$ cat src/rtl/sskf_pkg.sv
// types, constants and microcode table of the sonar kalman filter
`timescale 1ns / 1ps
package sskf_pkg;

  localparam int unsigned NumChannelsDef = 4;

  localparam int unsigned ChW       = 2;
  localparam int unsigned MmW       = 16;
  localparam int unsigned RangeW    = 24;
  localparam int unsigned RangeFrac = 16;
  localparam int unsigned NoiseW    = 32;
  localparam int unsigned GainFrac  = 24;
  localparam int unsigned CfgIdxW   = 2;
  localparam int unsigned CfgDataW  = 32;

  // radix-2 divider for the gain: 25 quotient bits, remainder below a 33-bit divisor
  localparam int unsigned QuoW  = GainFrac + 1;
  localparam int unsigned RemW  = NoiseW + 1;
  localparam int unsigned ConvW = MmW + RangeFrac;
  localparam int unsigned CntW  = $clog2(QuoW);
  localparam int unsigned ProdW = QuoW + NoiseW;

  // divide by 1000 as a multiply by 2^38 / 1000 rounded up, exact for any 32-bit dividend
  localparam int unsigned RecipW    = 29;
  localparam int unsigned RecipSh   = 38;
  localparam int unsigned ConvProdW = RecipSh + RangeW;

  localparam logic [CntW-1:0]     DivLast     = CntW'(QuoW - 1);
  localparam logic [RecipW-1:0]   MmRecip     = RecipW'(274877907);
  localparam logic [ConvW-1:0]    ConvRound   = ConvW'(500);
  localparam logic [QuoW-1:0]     OneQ24      = QuoW'(1) << GainFrac;
  localparam logic [NoiseW-1:0]   CovRst      = NoiseW'(1) << GainFrac;
  localparam logic [NoiseW-1:0]   ProcNoiseRst = NoiseW'(167772);
  localparam logic [NoiseW-1:0]   MeasNoiseRst = NoiseW'(1677722);
  localparam logic [RangeW-1:0]   MaxRangeRst  = RangeW'(32768);

  typedef enum logic [CfgIdxW-1:0] {
    CFG_USE_FILTER,
    CFG_PROCESS_NOISE,
    CFG_MEAS_NOISE,
    CFG_MAX_RANGE
  } cfg_idx_e;

  typedef enum logic [3:0] {
    UOP_NOP,
    UOP_IDLE,
    UOP_DIV_STEP,
    UOP_CONV_DONE,
    UOP_PREDICT,
    UOP_GAIN_START,
    UOP_GAIN_DONE,
    UOP_MUL_EST,
    UOP_UPD_EST,
    UOP_UPD_COV,
    UOP_EMIT
  } uop_e;

  typedef enum logic [2:0] {
    COND_NEVER,
    COND_NO_INPUT,
    COND_DIV_BUSY,
    COND_NO_FILTER,
    COND_OUT_BUSY
  } cond_e;

  typedef logic [3:0] pc_t;

  // jump to target when cond holds, else fall through (or back to idle when fin)
  typedef struct packed {
    uop_e  op;
    cond_e cond;
    pc_t   target;
    logic  fin;
  } uword_t;

  localparam pc_t PcIdle      = 4'd0;
  localparam pc_t PcConvDone  = 4'd1;
  localparam pc_t PcPredict   = 4'd2;
  localparam pc_t PcGainStart = 4'd3;
  localparam pc_t PcGainDiv   = 4'd4;
  localparam pc_t PcGainDone  = 4'd5;
  localparam pc_t PcMulEst    = 4'd6;
  localparam pc_t PcUpdEst    = 4'd7;
  localparam pc_t PcUpdCov    = 4'd8;
  localparam pc_t PcEmit      = 4'd9;

  function automatic uword_t ucode(input pc_t pc);
    uword_t w;
    w = '{op: UOP_NOP, cond: COND_NEVER, target: PcIdle, fin: 1'b1};
    case (pc)
      PcIdle:      w = '{op: UOP_IDLE,       cond: COND_NO_INPUT,  target: PcIdle,    fin: 1'b0};
      PcConvDone:  w = '{op: UOP_CONV_DONE,  cond: COND_NO_FILTER, target: PcEmit,    fin: 1'b0};
      PcPredict:   w = '{op: UOP_PREDICT,    cond: COND_NEVER,     target: PcIdle,    fin: 1'b0};
      PcGainStart: w = '{op: UOP_GAIN_START, cond: COND_NEVER,     target: PcIdle,    fin: 1'b0};
      PcGainDiv:   w = '{op: UOP_DIV_STEP,   cond: COND_DIV_BUSY,  target: PcGainDiv, fin: 1'b0};
      PcGainDone:  w = '{op: UOP_GAIN_DONE,  cond: COND_NEVER,     target: PcIdle,    fin: 1'b0};
      PcMulEst:    w = '{op: UOP_MUL_EST,    cond: COND_NEVER,     target: PcIdle,    fin: 1'b0};
      PcUpdEst:    w = '{op: UOP_UPD_EST,    cond: COND_NEVER,     target: PcIdle,    fin: 1'b0};
      PcUpdCov:    w = '{op: UOP_UPD_COV,    cond: COND_NEVER,     target: PcIdle,    fin: 1'b0};
      PcEmit:      w = '{op: UOP_EMIT,       cond: COND_OUT_BUSY,  target: PcEmit,    fin: 1'b1};
      default:     w = '{op: UOP_NOP,        cond: COND_NEVER,     target: PcIdle,    fin: 1'b1};
    endcase
    return w;
  endfunction

endpackage

$ cat src/rtl/sskf_if.sv
// valid/ready channel interfaces for readings, results and register writes
`timescale 1ns / 1ps
interface sskf_in_if import sskf_pkg::*; ();
  logic           valid;
  logic           ready;
  logic [ChW-1:0] channel;
  logic [MmW-1:0] raw_mm;

  modport source (output valid, output channel, output raw_mm, input ready);
  modport sink   (input valid, input channel, input raw_mm, output ready);
endinterface

interface sskf_out_if import sskf_pkg::*; ();
  logic              valid;
  logic              ready;
  logic [ChW-1:0]    channel_out;
  logic [RangeW-1:0] range_out;
  logic              clamped;

  modport source (output valid, output channel_out, output range_out, output clamped,
                  input ready);
  modport sink   (input valid, input channel_out, input range_out, input clamped,
                  output ready);
endinterface

interface sskf_cfg_if import sskf_pkg::*; ();
  logic                valid;
  logic                ready;
  logic [CfgIdxW-1:0]  index;
  logic [CfgDataW-1:0] data;

  modport source (output valid, output index, output data, input ready);
  modport sink   (input valid, input index, input data, output ready);
endinterface

$ cat src/rtl/sonar_scalar_kalman_filter_core.sv
// Sonar range filter: one reading in, one range out, per-channel scalar Kalman state.
// in_i carries a channel number and a raw echo distance in mm; out_o returns the
// channel, the range in metres (Q8.16) and a clamped flag. cfg_i writes the four
// registers (use_filter, process noise, measurement noise, max range) and is always
// ready; write it only while no reading is in flight.
// A small microcode program drives the datapath: the mm to metre conversion is a
// multiply by the reciprocal of 1000, the gain steps a radix-2 divider (25 steps)
// and one 25x32 multiplier serves both state updates. An unfiltered reading's result
// is loaded after the conversion; a filtered one passes conversion, prediction,
// gain divide, two multiplies and state write-back first. Input is ready again in
// the same cycle as the result becomes valid.
// The result sits in an output register; input is ready again as soon as it is
// loaded, so a stalled receiver only holds the sequencer at its final step when a
// second result is due and the register is still full.
// Reset sets every channel's estimate to zero and covariance to 1.0, loads the
// register defaults and leaves the output channel empty.
`timescale 1ns / 1ps
module sonar_scalar_kalman_filter_core import sskf_pkg::*; #(
  parameter int unsigned NUM_CHANNELS = NumChannelsDef
) (
  input  logic       clk_i,
  input  logic       rst_ni,
  sskf_in_if.sink    in_i,
  sskf_out_if.source out_o,
  sskf_cfg_if.sink   cfg_i
);

  // channel numbers above the input width never reach the store
  localparam int unsigned NumStore = (NUM_CHANNELS < (1 << ChW)) ? NUM_CHANNELS : (1 << ChW);
  localparam int unsigned IdxW     = (NumStore > 1) ? $clog2(NumStore) : 1;

  // registers
  logic              use_filter_q;
  logic [NoiseW-1:0] proc_noise_q;
  logic [NoiseW-1:0] meas_noise_q;
  logic [RangeW-1:0] max_range_q;

  logic [RangeW-1:0] est_q [NumStore];
  logic [NoiseW-1:0] cov_q [NumStore];

  // sequencer
  pc_t    pc_q, pc_d;
  uword_t uw;
  logic   cond_hit;

  // datapath
  logic [ChW-1:0]    ch_q, ch_d;
  logic [MmW-1:0]    mm_q, mm_d;
  logic [RangeW-1:0] m_q, m_d;
  logic [RangeW-1:0] x_q, x_d;
  logic [RangeW-1:0] res_q, res_d;
  logic [RangeW-1:0] mag_q, mag_d;
  logic              dir_q, dir_d;
  logic [NoiseW-1:0] nowp_q, nowp_d;
  logic [QuoW-1:0]   gain_q, gain_d;
  logic [ProdW-1:0]  prod_q, prod_d;
  logic [RemW-1:0]   rem_q, rem_d;
  logic [QuoW-1:0]   quo_q, quo_d;
  logic [RemW-1:0]   dvs_q, dvs_d;
  logic [CntW-1:0]   cnt_q, cnt_d;

  logic [ChW-1:0]    out_ch_q;
  logic [RangeW-1:0] out_range_q;
  logic              out_clamped_q;
  logic              out_valid_q;

  logic                 in_xfer;
  logic                 out_free;
  logic                 out_load;
  logic                 ch_ok;
  logic [IdxW-1:0]      idx;
  logic [ConvW-1:0]     conv_num;
  logic [ConvProdW-1:0] conv_prod;
  logic [RangeW-1:0]    conv_m;
  logic [RemW:0]        rem_sh;
  logic                 div_ge;
  logic [RemW:0]        rem_sub;
  logic [RemW-1:0]      rem_nx;
  logic [QuoW-1:0]      quo_nx;
  logic [NoiseW:0]      cov_sum;
  logic [RemW-1:0]      gain_den;
  logic [QuoW-1:0]      mul_a;
  logic [NoiseW-1:0]    mul_b;
  logic [ProdW-1:0]     mul_p;
  logic [RangeW-1:0]    est_step;
  logic [RangeW-1:0]    est_new;
  logic [NoiseW-1:0]    cov_new;
  logic                 est_we;
  logic                 cov_we;
  logic                 clamp;

  assign uw       = ucode(pc_q);
  assign in_xfer  = in_i.valid && in_i.ready;
  assign out_free = !out_valid_q || out_o.ready;
  assign ch_ok    = (32'(ch_q) < NUM_CHANNELS);
  assign idx      = ch_q[IdxW-1:0];

  assign in_i.ready  = (uw.op == UOP_IDLE);
  assign cfg_i.ready = 1'b1;

  assign out_o.valid       = out_valid_q;
  assign out_o.channel_out = out_ch_q;
  assign out_o.range_out   = out_range_q;
  assign out_o.clamped     = out_clamped_q;

  // mm to Q8.16 metres, rounded: (mm * 65536 + 500) / 1000
  assign conv_num  = {mm_q, {RangeFrac{1'b0}}} + ConvRound;
  assign conv_prod = ConvProdW'(conv_num) * ConvProdW'(MmRecip);
  assign conv_m    = conv_prod[RecipSh +: RangeW];

  // one restoring divide step: next dividend bit comes out of the quotient shifter
  assign rem_sh  = {rem_q, quo_q[QuoW-1]};
  assign div_ge  = (rem_sh >= {1'b0, dvs_q});
  assign rem_sub = rem_sh - {1'b0, dvs_q};
  assign rem_nx  = div_ge ? rem_sub[RemW-1:0] : rem_sh[RemW-1:0];
  assign quo_nx  = {quo_q[QuoW-2:0], div_ge};

  assign cov_sum  = {1'b0, cov_q[idx]} + {1'b0, proc_noise_q};
  assign gain_den = {1'b0, nowp_q} + {1'b0, meas_noise_q};

  // shared multiplier: gain * |m - x|, then (1 - gain) * nowP
  assign mul_a = (uw.op == UOP_UPD_EST) ? (OneQ24 - gain_q) : gain_q;
  assign mul_b = (uw.op == UOP_UPD_EST) ? nowp_q : NoiseW'(mag_q);
  assign mul_p = mul_a * mul_b;

  assign est_step = prod_q[GainFrac +: RangeW];
  assign est_new  = dir_q ? (x_q + est_step) : (x_q - est_step);
  assign cov_new  = prod_q[GainFrac +: NoiseW];

  assign clamp = (res_q == '0) || (res_q > max_range_q);

  always_comb begin
    case (uw.cond)
      COND_NEVER:     cond_hit = 1'b0;
      COND_NO_INPUT:  cond_hit = !in_i.valid;
      COND_DIV_BUSY:  cond_hit = (cnt_q != '0);
      COND_NO_FILTER: cond_hit = !(use_filter_q && ch_ok);
      COND_OUT_BUSY:  cond_hit = !out_free;
      default:        cond_hit = 1'b0;
    endcase
  end

  always_comb begin
    if (cond_hit) begin
      pc_d = uw.target;
    end else if (uw.fin) begin
      pc_d = PcIdle;
    end else begin
      pc_d = pc_q + 1'b1;
    end
  end

  always_comb begin
    ch_d     = ch_q;
    mm_d     = mm_q;
    m_d      = m_q;
    x_d      = x_q;
    res_d    = res_q;
    mag_d    = mag_q;
    dir_d    = dir_q;
    nowp_d   = nowp_q;
    gain_d   = gain_q;
    prod_d   = prod_q;
    rem_d    = rem_q;
    quo_d    = quo_q;
    dvs_d    = dvs_q;
    cnt_d    = cnt_q;
    est_we   = 1'b0;
    cov_we   = 1'b0;
    out_load = 1'b0;
    case (uw.op)
      UOP_IDLE: begin
        if (in_xfer) begin
          ch_d = in_i.channel;
          mm_d = in_i.raw_mm;
        end
      end
      UOP_DIV_STEP: begin
        rem_d = rem_nx;
        quo_d = quo_nx;
        cnt_d = cnt_q - 1'b1;
      end
      UOP_CONV_DONE: begin
        m_d   = conv_m;
        res_d = conv_m;
      end
      UOP_PREDICT: begin
        x_d    = est_q[idx];
        nowp_d = cov_sum[NoiseW] ? '1 : cov_sum[NoiseW-1:0];
      end
      UOP_GAIN_START: begin
        // dividend is nowP << 24; its top bits seed the remainder
        rem_d = RemW'(nowp_q[NoiseW-1:1]);
        quo_d = {nowp_q[0], {(QuoW-1){1'b0}}};
        dvs_d = gain_den;
        cnt_d = DivLast;
      end
      UOP_GAIN_DONE: begin
        gain_d = (dvs_q == '0) ? '0 : quo_q;
        dir_d  = (m_q >= x_q);
        mag_d  = (m_q >= x_q) ? (m_q - x_q) : (x_q - m_q);
      end
      UOP_MUL_EST: begin
        prod_d = mul_p;
      end
      UOP_UPD_EST: begin
        est_we = 1'b1;
        res_d  = est_new;
        prod_d = mul_p;
      end
      UOP_UPD_COV: begin
        cov_we = 1'b1;
      end
      UOP_EMIT: begin
        out_load = out_free;
      end
      UOP_NOP: begin
      end
      default: begin
      end
    endcase
  end

  always_ff @(posedge clk_i or negedge rst_ni) begin
    if (!rst_ni) begin
      pc_q        <= PcIdle;
      out_valid_q <= 1'b0;
    end else begin
      pc_q        <= pc_d;
      out_valid_q <= out_load || (out_valid_q && !out_o.ready);
    end
  end

  always_ff @(posedge clk_i) begin
    ch_q   <= ch_d;
    mm_q   <= mm_d;
    m_q    <= m_d;
    x_q    <= x_d;
    res_q  <= res_d;
    mag_q  <= mag_d;
    dir_q  <= dir_d;
    nowp_q <= nowp_d;
    gain_q <= gain_d;
    prod_q <= prod_d;
    rem_q  <= rem_d;
    quo_q  <= quo_d;
    dvs_q  <= dvs_d;
    cnt_q  <= cnt_d;
    if (out_load) begin
      out_ch_q      <= ch_q;
      out_range_q   <= clamp ? max_range_q : res_q;
      out_clamped_q <= clamp;
    end
  end

  always_ff @(posedge clk_i or negedge rst_ni) begin
    if (!rst_ni) begin
      for (int i = 0; i < NumStore; i++) begin
        est_q[i] <= '0;
        cov_q[i] <= CovRst;
      end
    end else begin
      if (est_we) begin
        est_q[idx] <= est_new;
      end
      if (cov_we) begin
        cov_q[idx] <= cov_new;
      end
    end
  end

  always_ff @(posedge clk_i or negedge rst_ni) begin
    if (!rst_ni) begin
      use_filter_q <= 1'b0;
      proc_noise_q <= ProcNoiseRst;
      meas_noise_q <= MeasNoiseRst;
      max_range_q  <= MaxRangeRst;
    end else if (cfg_i.valid) begin
      case (cfg_idx_e'(cfg_i.index))
        CFG_USE_FILTER:    use_filter_q <= cfg_i.data[0];
        CFG_PROCESS_NOISE: proc_noise_q <= cfg_i.data[NoiseW-1:0];
        CFG_MEAS_NOISE:    meas_noise_q <= cfg_i.data[NoiseW-1:0];
        CFG_MAX_RANGE:     max_range_q  <= cfg_i.data[RangeW-1:0];
        default: begin
        end
      endcase
    end
  end

endmodule

$ cat src/flat_wrapper.sv
// flat-port wrapper written by rule: the top's interface ports become plain ports
module sonar_scalar_kalman_filter_core_flat import sskf_pkg::*;
#(
  parameter int unsigned NUM_CHANNELS = NumChannelsDef
)
  (clk_i, rst_ni, in_i_valid, in_i_channel, in_i_raw_mm, in_i_ready, out_o_valid, out_o_channel_out, out_o_range_out, out_o_clamped, out_o_ready, cfg_i_valid, cfg_i_index, cfg_i_data, cfg_i_ready);
  sskf_in_if in_i_i ();
  sskf_out_if out_o_i ();
  sskf_cfg_if cfg_i_i ();
  input  logic clk_i;
  input  logic rst_ni;
  input wire logic [$bits(in_i_i.valid)-1:0] in_i_valid;
  input wire logic [$bits(in_i_i.channel)-1:0] in_i_channel;
  input wire logic [$bits(in_i_i.raw_mm)-1:0] in_i_raw_mm;
  output wire logic [$bits(in_i_i.ready)-1:0] in_i_ready;
  output wire logic [$bits(out_o_i.valid)-1:0] out_o_valid;
  output wire logic [$bits(out_o_i.channel_out)-1:0] out_o_channel_out;
  output wire logic [$bits(out_o_i.range_out)-1:0] out_o_range_out;
  output wire logic [$bits(out_o_i.clamped)-1:0] out_o_clamped;
  input wire logic [$bits(out_o_i.ready)-1:0] out_o_ready;
  input wire logic [$bits(cfg_i_i.valid)-1:0] cfg_i_valid;
  input wire logic [$bits(cfg_i_i.index)-1:0] cfg_i_index;
  input wire logic [$bits(cfg_i_i.data)-1:0] cfg_i_data;
  output wire logic [$bits(cfg_i_i.ready)-1:0] cfg_i_ready;
  assign in_i_i.valid = in_i_valid;
  assign in_i_i.channel = in_i_channel;
  assign in_i_i.raw_mm = in_i_raw_mm;
  assign in_i_ready = in_i_i.ready;
  assign out_o_valid = out_o_i.valid;
  assign out_o_channel_out = out_o_i.channel_out;
  assign out_o_range_out = out_o_i.range_out;
  assign out_o_clamped = out_o_i.clamped;
  assign out_o_i.ready = out_o_ready;
  assign cfg_i_i.valid = cfg_i_valid;
  assign cfg_i_i.index = cfg_i_index;
  assign cfg_i_i.data = cfg_i_data;
  assign cfg_i_ready = cfg_i_i.ready;
  sonar_scalar_kalman_filter_core #(.NUM_CHANNELS(NUM_CHANNELS)) u_core (.clk_i(clk_i), .rst_ni(rst_ni), .in_i(in_i_i), .out_o(out_o_i), .cfg_i(cfg_i_i));
endmodule
$ cat config.mk
export PLATFORM = sky130hd
export DESIGN_NAME = sonar_scalar_kalman_filter_core_flat
export DESIGN_NICKNAME = d
export VERILOG_FILES = /design/src/rtl/sskf_pkg.sv /design/src/rtl/sskf_if.sv /design/src/rtl/sonar_scalar_kalman_filter_core.sv /design/src/flat_wrapper.sv
export SDC_FILE = /design/constraint.sdc
export NUM_CORES = 2
export LEC_CHECK = 0
export ABC_AREA = 1
export CAP_MARGIN = 20
export CORE_ASPECT_RATIO = 0.7
export CORE_MARGIN = 5
export CORE_UTILIZATION = 40
export CTS_CLUSTER_SIZE = 28
export DETAILED_ROUTE_END_ITERATION = 8
export DONT_BUFFER_PORTS = 1
export GPL_ROUTABILITY_DRIVEN = 0
export PLACE_DENSITY = 0.52
export SYNTH_ARGS = -nofsm -noshare
export SYNTH_HDL_FRONTEND = slang
export SYNTH_SLANG_ARGS = --single-unit
$ cat constraint.sdc
create_clock -name clk_i -period 16.09 [get_ports clk_i]
set_input_delay 0.8045 -clock clk_i [delete_from_list [all_inputs] [get_ports clk_i]]
set_output_delay 0.8045 -clock clk_i [all_outputs]
set_load 0.1 [all_outputs]
==> flow_summary_export.csv <==
group,metric,value,unit
cts,clk_latency,0.70,ns
critical_path,reg2regPathDepth,34,
yosys,synth.net_count,9941,
timing,report.final.slew_viol_count,0,
grt,grt_antenna_before_repair,15,
yosys,yosys_warnings,0,
critical_path,timing.critical_path.from_type,"register",
cts,post_cts_resized,0,
cts,cts_hold_buf,2,
critical_path,crit_path_max_fanout,58,
timing,final.setup_skew,0.0347,ns
critical_path,crit_path_end_kind,"register",
critical_path,category_of_the_most_critical_setup_path,"reg2reg",
placement,dp.final_hpwl,196,mm
cts,cts.sink_count,644,
yosys,yosys-top-cells-area,"sky130_fd_sc_hd__fa_1 24%, sky130_fd_sc_hd__edfxtp_1 14%, sky130_fd_sc_hd__ha_1 11%",
cells_and_area,layout-drive-gt1-share,0.0428,
placement,buffer_ports.inserted,0,
critical_path,crit_arrival,11.29,ns
cells_and_area,storage_cell_area,0.0178,sq mm
yosys,synth_area_per_cell,8.35,sq um
hold_path,hold_path_startpoint,"in_i_raw_mm[2]",
critical_path,worst-endpoint-required,16.57,ns
floorplan,die_height,361,microns
grt,grt.overflow.total,0,
grt,grtUsageTotal,0.262,
cells_and_area,multi_input_area,0.0453,sq mm
critical_path,critical_path.most_common_cell,"sky130_fd_sc_hd__nand2_1",
timing,max_freq,92.5,MHz
timing,grt_setup_unrepaired,"false",
hold_path,whs_path_depth,0,
timing,holdWs,0.212,ns
critical_path,reg2reg_setup_slack,5.28,ns
placement,placement.cell_area,0.0730,sq mm
floorplan,core_area,0.174,sq mm
yosys,syn_inst,8421,
cts,ctsRootBufferMaster,"sky130_fd_sc_hd__clkbuf_16",
hold_path,whs_endpoint,"u_core.mm_q[2]",
cts,ctsHtreeMaxLevel,3,
job,drv_cap,0,
floorplan,core.rowCount,128,
route,routed_length_per_placed_instance,22.7,microns
timing,worst_pin_slew,1.14,ns
cells_and_area,final_util,0.435,
critical_path,worst_path_max_delay_cell,"sky130_fd_sc_hd__clkinv_1",
route,wirelength,244,mm
cts,cts_tree,"yes",
yosys,number_of_register_bits_inferred_by_synthesis,644,
yosys,post-synth-top-count-cell,"sky130_fd_sc_hd__inv_1",
timing,fin_setup_tns,0,ns
floorplan,die-area,0.184,sq mm
route,drt_drc_violations_left,0,
floorplan,i_o_pin_total,87,
cts,cts_inserted_buffers,77,
yosys,synth_top_area_share,0.237,
cts,postCtsSetupRepairBufs,0,
timing,period_share,0.672,
floorplan,start_util,0.403,
route,first_pass_iters,6,
critical_path,start_of_the_worst_register_to_register_path,"u_core.pc_q[0]",
critical_path,regToRegEndpoint,"u_core.prod_q[45]",
cts,clkSlewWorstSetupHoldPaths,0.07,ns
grt,grt_pass1_vias,56711,
route,via_count,57860,
yosys,synth_commonest_cells,"1656 x sky130_fd_sc_hd__inv_1, 1643 x sky130_fd_sc_hd__nand2_1, 832 x sky130_fd_sc_hd__fa_1",
route,drt_iter0_drc,6324,
critical_path,cpPeakStageDelay,0.84,ns
timing,endpoints_failing_hold,0,
cells_and_area,fill_cells,17337,
yosys,yosysUniqueCellTypes,61,
route,antenna_left,0,
yosys,post_synth_instance_area,0.0703,sq mm
yosys,async_flop_share,0.494,
yosys,postSynth.topFlopCell,"sky130_fd_sc_hd__edfxtp_1",
cells_and_area,layout-area-overhead-vs-synth,7.95,%
yosys,synth.largest_area_cell,"sky130_fd_sc_hd__fa_1",
cells_and_area,final_net_count,9859,
floorplan,die_x,511,microns
timing,minimum_clock_period,10.81,ns
route,vias_per_cell,5.38,
cts,max-clock-path-buffers,3,
outcome,status,"completed",
cells_and_area,postLayoutCellArea,0.0759,sq mm
yosys,number_of_enable_flip_flop_cells_after_synthesis,326,
timing,worst_slew_margin_rel,0.237,
grt,first_pass_grt_wire_length,367,mm
yosys,synth_sequential_area_ratio,0.253,
hold_path,hp-class,"in2reg",
timing,final-setup-viol-count,0,
grt,largest_net_degree_at_the_start_of_global_routing,312,
cell usage in the layout (no fill, tap or decap), types with 133 or more instances in the layout:
master / n
sky130_fd_sc_hd__edfxtp_1: 326
sky130_fd_sc_hd__nand3_1: 237
sky130_fd_sc_hd__dfrtp_1: 292
sky130_fd_sc_hd__xor2_1: 133
sky130_fd_sc_hd__fa_1: 832
sky130_fd_sc_hd__ha_1: 631
sky130_fd_sc_hd__a21oi_1: 362
sky130_fd_sc_hd__o21ai_0: 542
sky130_fd_sc_hd__nand2_1: 1643
sky130_fd_sc_hd__inv_1: 1655
sky130_fd_sc_hd__nor2_1: 824
per-stage QoR:
| stage | instances | setup slack (ns) |
|---|---|---|
| after CTS | 10740 | 5.46 |
| after detailed placement | 10594 | 5.51 |
| after floorplan | 8421 | 8.48 |
| final | 10746 | 5.28 |
| after global routing | 10744 | 4.90 |
| after global placement | 10593 | 5.59 |
per-layer routing:
metal	routed length (microns)	track usage	vias up	part of all wire
met1	115000	0.400	28737	0.47
met4	5670	0.0569	4	0.023
met5	29	0	-	0.00012
li1	-	-	26246	-
met2	97600	0.368	2573	0.40
met3	26200	0.0717	300	0.11
state kept, by name (all words and copies together) (netlist names), 25 cells and up:
| signal | count |
|---|---|
| u_core.cov_q | 128 |
| u_core.dvs_q | 33 |
| u_core.est_q | 96 |
| u_core.gain_q | 25 |
| u_core.meas_noise_q | 32 |
| u_core.nowp_q | 32 |
| u_core.proc_noise_q | 32 |
| u_core.prod_q | 32 |
| u_core.quo_q | 25 |
| u_core.rem_q | 33 |
worst max-delay path: cells and delay by family, from the launching register on:
family	cells	cell delay, ns
adder cells (fa/ha/maj)	9	4.21
AND/OR/NAND/NOR	16	3.52
buffers and inverters	8	2.12
flip-flops	1	0.44
XOR/XNOR	1	0.25
layout make-up:
class / instances / area share
Inverter: 1679 / 0.0831
Timing Repair Buffer: 104 / 0.0114
Multi-Input combinational cell: 5833 / 0.596
Clock buffer: 102 / 0.0284
Antenna cell: 2 / 0.0000659
Sequential cell: 644 / 0.234
Clock inverter: 42 / 0.00811
Tap cell: 2340 / 0.0386
cell families (layout without fill, tap and decap cells):
kind of cell	Yosys count	after routing	share of synthesized area
and+or+nand+nor	2947	2947	0.170
buffers and inverters	1944	1927	0.106
adders and majority gates	1463	1463	0.349
AOI/OAI and AO/OA	1223	1223	0.0971
DFF	644	644	0.253
xor gates and xnor gates	198	198	0.0247
other	1	3	0.0000533
muxes	1	1	0.000142
worst max path at each step:
stage	start	endpoint	slack [ns]	cells past startpoint
floorplan	u_core.gain_q[0]	u_core.prod_q[54]	8.48	36
global placement	u_core.pc_q[0]	u_core.prod_q[45]	5.59	34
detailed placement	u_core.pc_q[0]	u_core.prod_q[45]	5.51	34
CTS	u_core.pc_q[0]	u_core.prod_q[45]	5.46	34
global route	u_core.pc_q[0]	u_core.prod_q[45]	4.90	34
finish	u_core.pc_q[0]	u_core.prod_q[45]	5.28	34
Power is left out: the tool's default activity adds up to more than one toggle a clock period on the data nets, which glitch-free logic cannot reach.
